File: src/design/b64d_pkg.sv
// types, constants and symbol mapping shared by the base64 decoder
package b64d_pkg;

  localparam logic [7:0] PAD_CHAR = 8'h3D;

  typedef enum logic [2:0] {
    ST_BYTE          = 3'd0,
    ST_BAD_SYM       = 3'd1,
    ST_AFTER_PAD     = 3'd2,
    ST_MISPLACED_PAD = 3'd3,
    ST_BAD_LEN       = 3'd4
  } status_t;

  typedef struct packed {
    logic [23:0] bits;
    logic [1:0]  pos;
    logic [1:0]  pad;
    logic        swallow;
  } dec_state_t;

  // results caused by one item; cnt of zero means none
  typedef struct packed {
    logic [1:0]  cnt;
    status_t     status;
    logic        eos;
    logic [23:0] bytes;
  } dec_res_t;

  // 6-bit alphabet value, bit 6 set for a byte outside the alphabet
  function automatic logic [6:0] sym_value(input logic [7:0] c);
    logic [6:0] v;
    v = 7'd64;
    if (c inside {[8'h41:8'h5A]}) begin
      v = 7'(c - 8'h41);
    end else if (c inside {[8'h61:8'h7A]}) begin
      v = 7'(c - 8'h61 + 8'd26);
    end else if (c inside {[8'h30:8'h39]}) begin
      v = 7'(c - 8'h30 + 8'd52);
    end else if (c == 8'h2B) begin
      v = 7'd62;
    end else if (c == 8'h2F) begin
      v = 7'd63;
    end
    return v;
  endfunction

endpackage

File: src/design/b64d_step.sv
// next-state and result logic for one character of the base64 decoder
module b64d_step (
  input  b64d_pkg::dec_state_t st,
  input  logic [7:0]           symbol_char,
  input  logic                 last_symbol,
  output b64d_pkg::dec_state_t st_nxt,
  output b64d_pkg::dec_res_t   res
);
  import b64d_pkg::*;

  logic [6:0]  v;
  logic        is_sym;
  logic        is_pad;
  logic [23:0] shifted;
  logic [1:0]  pad_new;
  logic        err;
  status_t     code;

  always_comb begin
    v       = sym_value(symbol_char);
    is_sym  = !v[6];
    is_pad  = (symbol_char == PAD_CHAR);
    shifted = {st.bits[17:0], (is_sym ? v[5:0] : 6'd0)};
    pad_new = st.pad + {1'b0, is_pad};
    err     = 1'b0;
    code    = ST_BYTE;
    st_nxt  = st;
    res     = '0;
    res.status = ST_BYTE;

    if (st.swallow) begin
      if (last_symbol) begin
        st_nxt = '0;
      end
    end else if (st.pos == 2'd3 && (st.pad != 2'd0 || is_pad) && !last_symbol) begin
      err  = 1'b1;
      code = ST_MISPLACED_PAD;
    end else if (is_sym && st.pad != 2'd0) begin
      err  = 1'b1;
      code = ST_AFTER_PAD;
    end else if (is_pad && st.pos < 2'd2) begin
      err  = 1'b1;
      code = ST_MISPLACED_PAD;
    end else if (!is_sym && !is_pad) begin
      err  = 1'b1;
      code = ST_BAD_SYM;
    end else if (st.pos != 2'd3 && last_symbol) begin
      err  = 1'b1;
      code = ST_BAD_LEN;
    end else if (st.pos != 2'd3) begin
      st_nxt.bits = shifted;
      st_nxt.pos  = st.pos + 2'd1;
      st_nxt.pad  = pad_new;
    end else begin
      // group complete
      res.cnt   = (pad_new >= 2'd2) ? 2'd1 : 2'd3 - pad_new;
      res.bytes = shifted;
      res.eos   = last_symbol;
      st_nxt    = '0;
    end

    if (err) begin
      res.cnt        = 2'd1;
      res.status     = code;
      res.eos        = last_symbol;
      res.bytes      = '0;
      st_nxt         = '0;
      st_nxt.swallow = !last_symbol;
    end
  end

endmodule

File: src/design/base64_decoder_checked.sv
// top level of the base64 decoder with error checking
//
//  channel  direction  handshake          payload
//  in_      input      in_valid/in_stall  symbol_char, last_symbol
//  out_     output     out_valid/out_stall data_byte, status, last_of_run, end_of_stream
//
// one character is taken per cycle unless in_stall is high; a complete group
// gives up to three bytes, sent one per cycle from the result register unless
// out_stall is high
// an accepted character is registered, then its results go to the result register
// rst_n is synchronous and clears all control state and the group
// out_stall holds the result register; in_stall rises only when an item with
// results waits for the result register to free
module base64_decoder_checked (
  input  logic       clk,
  input  logic       rst_n,
  input  logic       in_valid,
  output logic       in_stall,
  input  logic [7:0] in_symbol_char,
  input  logic       in_last_symbol,
  output logic       out_valid,
  input  logic       out_stall,
  output logic [7:0] out_data_byte,
  output logic [2:0] out_status,
  output logic       out_last_of_run,
  output logic       out_end_of_stream
);
  import b64d_pkg::*;

  logic       in_vld_r, in_vld_nxt;
  logic [7:0] chr_r;
  logic       lst_r;

  dec_state_t st_r, st_nxt, stp_st;
  dec_res_t   stp_res;
  dec_res_t   pk_r;
  logic       pk_vld_r, pk_vld_nxt;
  logic [1:0] idx_r, idx_nxt;

  logic out_fire, pk_last, pk_free, has_res, adv, pk_load;

  b64d_step u_step (
    .st          (st_r),
    .symbol_char (chr_r),
    .last_symbol (lst_r),
    .st_nxt      (stp_st),
    .res         (stp_res)
  );

  always_comb begin
    out_fire   = pk_vld_r && !out_stall;
    pk_last    = (idx_r == pk_r.cnt - 2'd1);
    pk_free    = !pk_vld_r || (out_fire && pk_last);
    has_res    = (stp_res.cnt != 2'd0);
    adv        = in_vld_r && (!has_res || pk_free);
    pk_load    = adv && has_res;
    in_stall   = in_vld_r && !adv;
    in_vld_nxt = in_stall ? in_vld_r : in_valid;
    st_nxt     = adv ? stp_st : st_r;
    pk_vld_nxt = pk_vld_r;
    idx_nxt    = idx_r;
    if (pk_load) begin
      pk_vld_nxt = 1'b1;
      idx_nxt    = 2'd0;
    end else if (out_fire) begin
      if (pk_last) begin
        pk_vld_nxt = 1'b0;
      end else begin
        idx_nxt = idx_r + 2'd1;
      end
    end
  end

  always_ff @(posedge clk) begin
    if (!rst_n) begin
      in_vld_r <= 1'b0;
      pk_vld_r <= 1'b0;
      idx_r    <= 2'd0;
      st_r     <= '0;
    end else begin
      in_vld_r <= in_vld_nxt;
      pk_vld_r <= pk_vld_nxt;
      idx_r    <= idx_nxt;
      st_r     <= st_nxt;
    end
  end

  always_ff @(posedge clk) begin
    if (!in_stall) begin
      chr_r <= in_symbol_char;
      lst_r <= in_last_symbol;
    end
    if (pk_load) begin
      pk_r <= stp_res;
    end
  end

  always_comb begin
    out_valid = pk_vld_r;
    case (idx_r)
      2'd0:    out_data_byte = pk_r.bytes[23:16];
      2'd1:    out_data_byte = pk_r.bytes[15:8];
      2'd2:    out_data_byte = pk_r.bytes[7:0];
      default: out_data_byte = 8'd0;
    endcase
    out_status        = pk_r.status;
    out_last_of_run   = pk_last;
    out_end_of_stream = pk_last && pk_r.eos;
  end

  a_idx_in_range: assert property (@(posedge clk) disable iff (!rst_n)
    pk_vld_r |-> (pk_r.cnt != 2'd0 && idx_r < pk_r.cnt))
    else $error("result index beyond result count");

  a_err_single: assert property (@(posedge clk) disable iff (!rst_n)
    (out_valid && out_status != ST_BYTE) |-> (out_data_byte == 8'd0 && out_last_of_run))
    else $error("error result not a single zero result");

  a_swallow_clean: assert property (@(posedge clk) disable iff (!rst_n)
    st_r.swallow |-> (st_r.pos == 2'd0 && st_r.pad == 2'd0))
    else $error("group not cleared while swallowing");

  a_no_idle_stall: assert property (@(posedge clk) disable iff (!rst_n)
    !in_vld_r |-> !in_stall)
    else $error("stall with empty input register");

  a_result_hold: assert property (@(posedge clk) disable iff (!rst_n)
    (out_valid && out_stall) |=> (out_valid && $stable(idx_r)))
    else $error("stalled result moved");

endmodule

File: config.mk
export PLATFORM = sky130hd
export DESIGN_NAME = base64_decoder_checked
export DESIGN_NICKNAME = d
export VERILOG_FILES = /design/src/design/b64d_pkg.sv /design/src/design/b64d_step.sv /design/src/design/base64_decoder_checked.sv
export SDC_FILE = /design/constraint.sdc
export NUM_CORES = 1
export LEC_CHECK = 0
export ABC_AREA = 1
export ABC_CLOCK_PERIOD_IN_PS = 4600
export BUFFER_PORTS_ARGS = -buffer_cell sky130_fd_sc_hd__buf_4
export CORE_MARGIN = 8
export CORE_UTILIZATION = 35
export CTS_BUF_LIST = sky130_fd_sc_hd__clkbuf_8 sky130_fd_sc_hd__clkbuf_16
export DETAILED_ROUTE_END_ITERATION = 10
export GPL_TIMING_DRIVEN = 0
export REMOVE_ABC_BUFFERS = 1
export SLEW_MARGIN = 10
export SYNTH_ARGS = -nofsm -noshare
export SYNTH_HDL_FRONTEND = slang
export SYNTH_SLANG_ARGS = --single-unit
File: constraint.sdc
create_clock -name clk -period 4.6 [get_ports clk]
set_clock_uncertainty 0.15 [all_clocks]
set_input_delay 0.23 -clock clk [delete_from_list [all_inputs] [get_ports clk]]
set_output_delay 0.23 -clock clk [all_outputs]
set_load 0.01 [all_outputs]
* Yosys cells after proc, flatten, opt, wreduce, memory -nomap -nowiden *
Cells that the tools add are included.

operators by class
  magnitude comparators = 8
  shift operators = 0
  multipliers = 0
  multiplexer cells = 47
  divide/modulo/power cells = 0
  bitwise gates (word level) = 3
  add/subtract/negate cells = 10
  reduce and logical (&&, ||, !) cells = 37
  equal/unequal tests = 14

operators with widths
  operator                                                                              count
  23-bit 2-to-1 mux                                                                     8
  25-bit 2-to-1 mux                                                                     7
  7-bit 2-to-1 mux                                                                      5
  30-bit 2-to-1 mux                                                                     1
  8-bit by 6-bit equality test with 1-bit output (second input constant)                3
  8-bit one-hot mux with 3 select lines                                                 1
  22-bit 2-to-1 mux                                                                     1
  3-bit 2-to-1 mux                                                                      6
  3-bit by 2-bit inequality test with 1-bit output (second input constant)              6
  8-bit by 7-bit greater-or-equal comparator with 1-bit output (second input constant)  2
  8-bit by 7-bit <= comparator with 1-bit output (second input constant)                2
  2-bit 2-to-1 mux                                                                      8
  1-bit logical AND                                                                     15
  7-bit subtractor (second input constant)                                              2
  1-bit 2-to-1 mux                                                                      9
  8-bit by 6-bit greater-or-equal comparator with 1-bit output (second input constant)  1
  8-bit by 6-bit <= comparator with 1-bit output (second input constant)                1
  2-bit nonzero test                                                                    4
  8-bit OR reduction                                                                    1
  7-bit by 5-bit adder with 7-bit output (second input constant)                        1
  7-bit by 6-bit adder with 7-bit output (second input constant)                        1
  1-bit zero test                                                                       7
  7-bit AND reduction                                                                   1
  7-bit by 6-bit subtractor with 7-bit output (second input constant)                   1
  other kinds (17)                                                                      25

word-level totals
  output and inout bits = 15
  latch bits = 0
  logic and storage cells = 133
  bits in read-only memories = 0
  RAM bits = 0
  memories = 0
  flip-flop bits (word level) = 66
  input bits = 13

* Logic depth before layout (Yosys ltp) *
Gate-level depths: netlist (run 1).

  depth in word-level cells = 22
  gate-level depth with buffers = 21
  mapped depth without buffers = 20

* By module *
A second synthesis (run 1) with hierarchy kept.

unflattened totals
  cell total of the unflattened synthesis = 746
  area total of the unflattened synthesis = 5183.7 um2

by module, submodules not included
  module                  area each (um2)  instances  cells an instance
  base64_decoder_checked  3119.2           1          334
  b64d_step               2064.5           1          412

* Least setup slack after synthesis (run 1) *
No wires, ideal clock.

  kind = flip-flop to flip-flop
  start point = register chr_r[2]
  end point = register pk_r, in the netlist out_status[0], enable pin
  stages on the path, launching flop included = 17
  slack = 1.451 ns
  data required time = 4.065 ns
  path buffers = 0
  data arrival time = 2.615 ns
  cells stage by stage = edfxtp_1 inv_2 ha_1 nand2_1 nand2_1 nand2_2 nand2_2 nand2_2 a21oi_4 nand3_2 nand2_1 inv_2 nand3_4 nand2_4 nand2_2 nand3_1 inv_1

on the way
  cells in the longest elaborated chain, start to end = 18
  elaborated cells on any way between the ends = 52
  classes of those cells = 7 x add/sub; 7 x order compare; 3 x eq/ne; 19 x mux; 16 x reduce/logical

RTL lines
  element                                                                                               line                          text
  start: declaration                                                                                    base64_decoder_checked.sv:31  logic [7:0] chr_r;
  start signal: assignment                                                                              base64_decoder_checked.sv:90  chr_r <= in_symbol_char;
  parallel branches: the longest is 12 deep, another holds 7-bit by 6-bit subtractor with 7-bit output  --
  30-bit 2-to-1 mux *                                                                                   b64d_step.sv:62               if (err) begin
  2-bit nonzero test *                                                                                  base64_decoder_checked.sv:54  has_res = (stp_res.cnt != 2'd0);
  1-bit zero test                                                                                       base64_decoder_checked.sv:55  adv = in_vld_r && (!has_res || pk_free);
  1-bit logical OR                                                                                      base64_decoder_checked.sv:55
  1-bit logical AND                                                                                     base64_decoder_checked.sv:55
  1-bit logical AND *                                                                                   base64_decoder_checked.sv:56  pk_load = adv && has_res;
  net pk_load                                                                                           base64_decoder_checked.sv:40  logic out_fire, pk_last, pk_free, has_res, adv, pk_load;
  end signal: assignment                                                                                base64_decoder_checked.sv:94  pk_r <= stp_res;
  end: declaration                                                                                      base64_decoder_checked.sv:36  dec_res_t pk_r;

Mark *: on every way through the listed nets, which the timed path passes.
A chain may end at the register's enable or synchronous reset.

* Worst setup path in the final report (run 1) *
Same ends and word-level chain as after synthesis.

==> flow_metrics.tcl, run 1 <==
set metrics [dict create \
    status "complete, no violations" \
    post-route-drc-count 0 \
    crit_chain "inv_2 > ha_1 > nand2_1 > nand2_1 > nand2_2 > nand2_2 > nand2_2 > a21oi_4 > nand3_2 > nand2_1 > inv_2 > nand3_4 > nand2_4 > nand2_2 > nand3_1 > inv_1" \
    period_minus_slack_ns 3.912 \
    clock-sinks 66 \
    relSlewSlack_pct 20.56 \
    hold_viol 0 \
    fin_crit_sh_pct 85.05 \
    final_util_pct 40.66 \
    synth_area_mm2 0.003979 \
    arrival_ns 3.71 \
    core_area_mm2 0.01127 \
    cp-start-kind "flip-flop" \
    antenna_found_initial 0 \
    die_area_mm2 0.01504 \
    finalInstanceArea_mm2 0.004583 \
    rsz0062_at_grt "no" \
    leakagePower_nw 2.052 \
    crit_type "reg2reg" \
    final_antenna_net_count 0 \
    grt.busiest_layer "met2" \
    clkLatencyLatePin_ns 0.33 \
    grt_use_met2_pct 22.65 \
    globalRouteMet1Util_pct 15.59 \
    h-tree-depth 3 \
    groute.usage.overall_pct 13.15 \
    first_iter_violations 219 \
    syn-mean-instance-area_um2 7.652 \
    drive_gt1_share_pct 16.70 \
    synth.area.top_cells "edfxtp_1, dfxtp_1, nand2_1, nor2_1, nand4_1" \
    critPathRequiredTime_ns 4.40 \
    p_seq_share_pct 44.4 \
    p_comb_share_pct 15.9 \
    cts_buffer_depth 2 \
    cp_slowest_cell "inv_1" \
    p_int_mw 1.120 \
    synth_top_area_cell "edfxtp_1" \
    synth_seq_cells 66 \
    yosysWarnings 0 \
    wl_per_cell_um 13.41 \
    grt_max_degree 31 \
    cts_resized 0 \
    antenna_cells 0 \
    p_sw_mw 0.4385 \
    use_met3_pct 2.024 \
    cpPeakStageDelay_ns 0.90 \
    routed_via_density 4.872 \
    synthArstFlopShare_pct 0 \
    cts.clk_slew.worst_paths_ns 0.05 \
    ys_types 34 \
    finalNetCount 568 \
    power_density_mw_per_mm2 340.0 \
    cp_max_fo 30 \
    root_buffer "clkbuf_16" \
    critPathBufInv 3 \
    fp-row-count 39 \
    first_pass_iters 5 \
    grt_pass1_wl_mm 15.52 \
    cap_violations 0 \
    port_buffers 27 \
    cts_tree "done" \
    max-vdd-ir-drop_mv 0.1263 \
    cts_buffers 9 \
    power.clock.fraction_pct 39.7 \
    synth-main-ff-cell "edfxtp_1" \
    yosysSeqAreaShare_pct 43.02 \
    critPathTopFamily "simple AND/OR/NAND/NOR gates" \
    swShare_pct 28.14 \
    overflow 0 \
    die_h_um 122.6 \
    final.setup.tns_ns 0 \
    pin_count 28 \
    worstMarginPinSlew_ns 1.190 \
    drt-total-wl_mm 9.227 \
    syn-instance-count 520 \
    slew_viol_final 0 \
    layout_common_cells "nand2_1, nor2_1, inv_1" \
    die_w_um 122.6 \
    vias 3352 \
    gp_congestion 0.8446 \
    worstHoldPathType "in2reg" \
    synth_edf_count 39 \
    placed_area_mm2 0.004217 \
    fmax_ghz 0.2556 \
    first_global_vias 3305 \
    area_growth_pct 15.19 \
    dp_hpwl_mm 6.256 \
    crit_top_cell "nand2_2" \
    synthDominantCellAreaShare_pct 29.43 \
    start_util_pct 35.30 \
    worst_setup_path_end_kind "flip-flop" \
    layout.cells.most_common "nand2_1" \
    finalSetupViolCount 0 \
]
==> Yosys cell counts (2+ instances only) <==
cell / count
nand2_2: 16
nand2_4: 3
xnor2_1: 3
a21oi_1: 12
o211ai_1: 2
inv_1: 65
nor2_1: 71
nand2_1: 113
o21ai_0: 12
inv_2: 21
nand3_1: 27
edfxtp_1: 39
nor2_2: 2
nand3_2: 3
buf_2: 4
buf_4: 4
nor4_1: 2
ha_1: 14
nand3_4: 2
buf_6: 3
dfxtp_1: 27
clkbuf_1: 15
o21ai_1: 2
nand4_1: 42
xor2_1: 7
==> layout make-up <==
type | count | area (µm²)
well taps | 143 | 178.9
fillers | 1116 | 6689
clock buffers | 10 | 239.0
clock inverters | 5 | 25.02
multi-input cells | 341 | 1803
flip-flops and latches | 66 | 1712
repair buffers | 37 | 302.8
inverters | 86 | 322.8
==> state kept, by name, indices dropped and copies added, names as in the netlist <==
register and count:
idx_r 2, lst_r 1, pk_r 27, out_status 3, in_vld_r 1, chr_r 8, out_valid 1, st_r 23
==> what timing repair did <==
| item | 4_1_cts | 5_1_grt |
|---|---|---|
| buffers inserted | 0 | 0 |
| hold endpoints to repair | 10 | 0 |
| hold buffers | 10 | 0 |
==> tightest hold or removal path: cells and delay by family <==
kind	cells	cell delay [ns]
buf+inv	1	0.22
simple gates	2	0.13
==> power by group through the flow <==
stage                     registers, mW  clock network (mW)  logic (mW)
after global placement            0.701                   0       0.237
after detailed placement          0.702                   0       0.240
after CTS                         0.690               0.622       0.249
after floorplan                   0.695                   0       0.169
final                             0.691               0.619       0.248
after global routing              0.695               0.647       0.281
==> logic make-up (layout without fill, tap and decap cells) <==
group | Yosys count | count (layout) | share of synthesized area [%]
buffers and inverters | 113 | 138 | 11.73
AO/OA/AOI/OAI | 32 | 32 | 4.906
XOR/XNOR | 10 | 10 | 2.201
adder cells (fa/ha/maj) | 14 | 14 | 4.403
AND/OR/NAND/NOR | 285 | 285 | 33.74
flip-flops | 66 | 66 | 43.02
==> metrics by stage <==
step / setup slack (ns) / hold slack, ns / instances / total power, mW
after CTS: 0.6739 / 0.1373 / 688 / 1.562
after detailed placement: 0.7281 / 0.2593 / 663 / 0.9429
after floorplan: 1.415 / 0.1789 / 493 / 0.8640
after global placement: 0.7634 / 0.2582 / 663 / 0.9384
after global routing: 0.3127 / 0.1560 / 688 / 1.623
final: 0.6877 / 0.1372 / 688 / 1.558
==> worst paths after layout <==
path,startpoint,to,slack [ns],depth (start not counted)
min,rst_n,st_r[21],0.14,3
max reg2reg,chr_r[2],out_status[0],0.69,16
min reg2reg,st_r[19],st_r[19],0.38,4
max,chr_r[2],out_status[0],0.69,16
==> layer usage <==
layer  wire length (µm)  vias to the layer above
li1                   -                     1706
met1               4187                     1561
met2               4469                       70
met3                377                       15
met4                193                        0
met5                  0                        -
Power figures use the tool's default switching activity.
==> run 2: changes to the inputs <==
--- a/config.mk
+++ b/config.mk
@@ -13,6 +13,7 @@
 export CTS_BUF_LIST = sky130_fd_sc_hd__clkbuf_8 sky130_fd_sc_hd__clkbuf_16
 export DETAILED_ROUTE_END_ITERATION = 10
 export GPL_TIMING_DRIVEN = 0
+export PLACE_DENSITY_LB_ADDON = 0.1
 export REMOVE_ABC_BUFFERS = 1
 export SLEW_MARGIN = 10
 export SYNTH_ARGS = -nofsm -noshare
==> flow_metrics.tcl, run 2 (synthesis gave the netlist of run 1 again) <==
set metrics [dict create \
    crit_path_start "chr_r[1]" \
    root_buffer "clkbuf_16" \
    port_buffers 27 \
    area_growth_pct 16.04 \
    fin_crit_sh_pct 88.25 \
    fmax_ghz 0.2463 \
    critPathBufInv 3 \
    finalSetupViolCount 0 \
    critPathTopFamily "buffers and inverters" \
    hold_viol 0 \
    slew_viol_final 0 \
    relSlewSlack_pct 20.51 \
    cpPeakStageDelay_ns 0.90 \
    clkLatencyLatePin_ns 0.33 \
    rsz0062_at_grt "no" \
    status "complete, no violations" \
    cp_slowest_cell "clkinv_1" \
    crit_end "pk_r[13]" \
    cap_violations 0 \
    crit_type "reg2reg" \
    layout.cells.most_common "nand2_1" \
    pin_count 28 \
    reg2reg_from "chr_r[1]" \
    antenna_cells 0 \
    cp_max_fo 30 \
    reg_top3 "pk_r (27), st_r (23), chr_r (8)" \
    cts_buffers 9 \
    overflow 0 \
    pre_cts_ws_ns 0.6151 \
    h-tree-depth 3 \
    die_area_mm2 0.01504 \
    groute.usage.overall_pct 14.15 \
    placed_area_mm2 0.004219 \
    first_global_vias 3230 \
    start_util_pct 35.30 \
    worstHoldPathType "in2reg" \
    routed_via_density 4.836 \
    drt-total-wl_mm 9.926 \
    drive_gt1_share_pct 17.03 \
    first_iter_violations 155 \
    power_density_mw_per_mm2 353.1 \
    final_antenna_net_count 0 \
    p_total_mw 1.630 \
    grt_pass1_wl_mm 16.49 \
    cts_tree "done" \
    cts.clk_slew.worst_paths_ns 0.05 \
    worst_slack_ns 0.5406 \
    cts_buffer_depth 2 \
    layout_common_cells "nand2_1, nor2_1, inv_1" \
    path_depth 16 \
    reg2reg_to "pk_r[13]" \
    wl_per_cell_um 14.41 \
    timing.hold.ws_ns 0.1384 \
    max-vdd-ir-drop_mv 0.1967 \
    vias 3332 \
    crit_chain "inv_1 > ha_1 > inv_1 > nand2_1 > nand2_1 > nand2_2 > nand2_2 > nand2_2 > a21oi_4 > nand2_4 > a21boi_4 > nand3_4 > nand2_4 > nand2_2 > nand3_1 > clkinv_1" \
    dp_hpwl_mm 6.625 \
    clock-sinks 66 \
    gp_congestion 0.8112 \
    cp-start-kind "flip-flop" \
    reg2regPathDepth 16 \
    regMostFlops "pk_r" \
    regArea_mm2 0.001712 \
    post_cts_buffers 0 \
    largest_register_ffs 27 \
    final.setup.tns_ns 0 \
    die_w_um 122.6 \
    nFillCells 1173 \
    worst_setup_path_end_kind "flip-flop" \
    die_h_um 122.6 \
    period_minus_slack_ns 4.059 \
    leakagePower_nw 2.055 \
    arrival_ns 3.65 \
    core_area_mm2 0.01127 \
    rrSetupSlack_ns 0.54 \
    critPathRequiredTime_ns 4.19 \
    multiInputGateArea_mm2 0.001803 \
    worstMarginPinSlew_ns 1.191 \
    post-route-drc-count 0 \
    crit_top_cell "nand2_2" \
    antenna_found_initial 0 \
    finalNetCount 568 \
    min_from "rst_n" \
    first_pass_iters 5 \
    finalInstanceArea_mm2 0.004617 \
    fp-row-count 39 \
    grt_max_degree 31 \
]
## run 2: cell count changes in the layout (fill, tap and decap cells not counted), sizes merged
cell      previous run  this run
inv                 88        86
clkinv               2         3
bufinv               0         1
clkinvlp             1         2
## run 2: layout make-up
class	count	area share, %
Clock buffer	10	5.176
Clock inverter	6	1.274
Inverter	86	6.992
Multi-Input combinational cell	341	39.05
Sequential cell	66	37.07
Tap cell	143	3.875
Timing Repair Buffer	37	6.558
## run 2: report_power, final
group          switching, mW  internal [mW]
Combinational          0.163         0.0871
Sequential            0.0287          0.662
Clock                  0.259          0.430
## run 2: metrics by stage
stage | util (%) | instances
6_report | 40.96 | 689
5_1_grt | 40.96 | 689
4_1_cts | 40.96 | 689
3_5_place_dp | 37.43 | 663
3_3_place_gp | 37.41 | 663
2_1_floorplan | - | 493
## run 2: worst min-delay path, stage by stage
cell and delay [ns]:
buf_4 0.21, nand2_1 0.10, nor2_1 0.03
## run 2: worst min-delay path by stage
stage / endpoint / slack (ns) / cells past startpoint
finish: st_r[0] / 0.14 / 3
global route: st_r[15] / 0.15 / 3
CTS: st_r[4] / 0.13 / 3
detailed placement: chr_r[3] / 0.26 / 1
global placement: chr_r[3] / 0.26 / 1
floorplan: chr_r[0] / 0.18 / 0
## run 2: layer usage
| metal | GRT usage (%) | vias to the layer above | share of wire [%] | wire, µm |
|---|---|---|---|---|
| li1 | - | 1705 | - | - |
| met1 | 19.24 | 1548 | 50 | 4953 |
| met2 | 21.42 | 69 | 44 | 4376 |
| met3 | 3.266 | 10 | 4.5 | 445 |
| met4 | 5.331 | 0 | 1.5 | 150 |
| met5 | 0 | - | 0 | 0 |
## run 2: timing repair
action,in CTS,in global routing
setup endpoints to repair,0,0
hold buffers,10,0
hold endpoints to repair,10,0
gates resized for setup,0,0
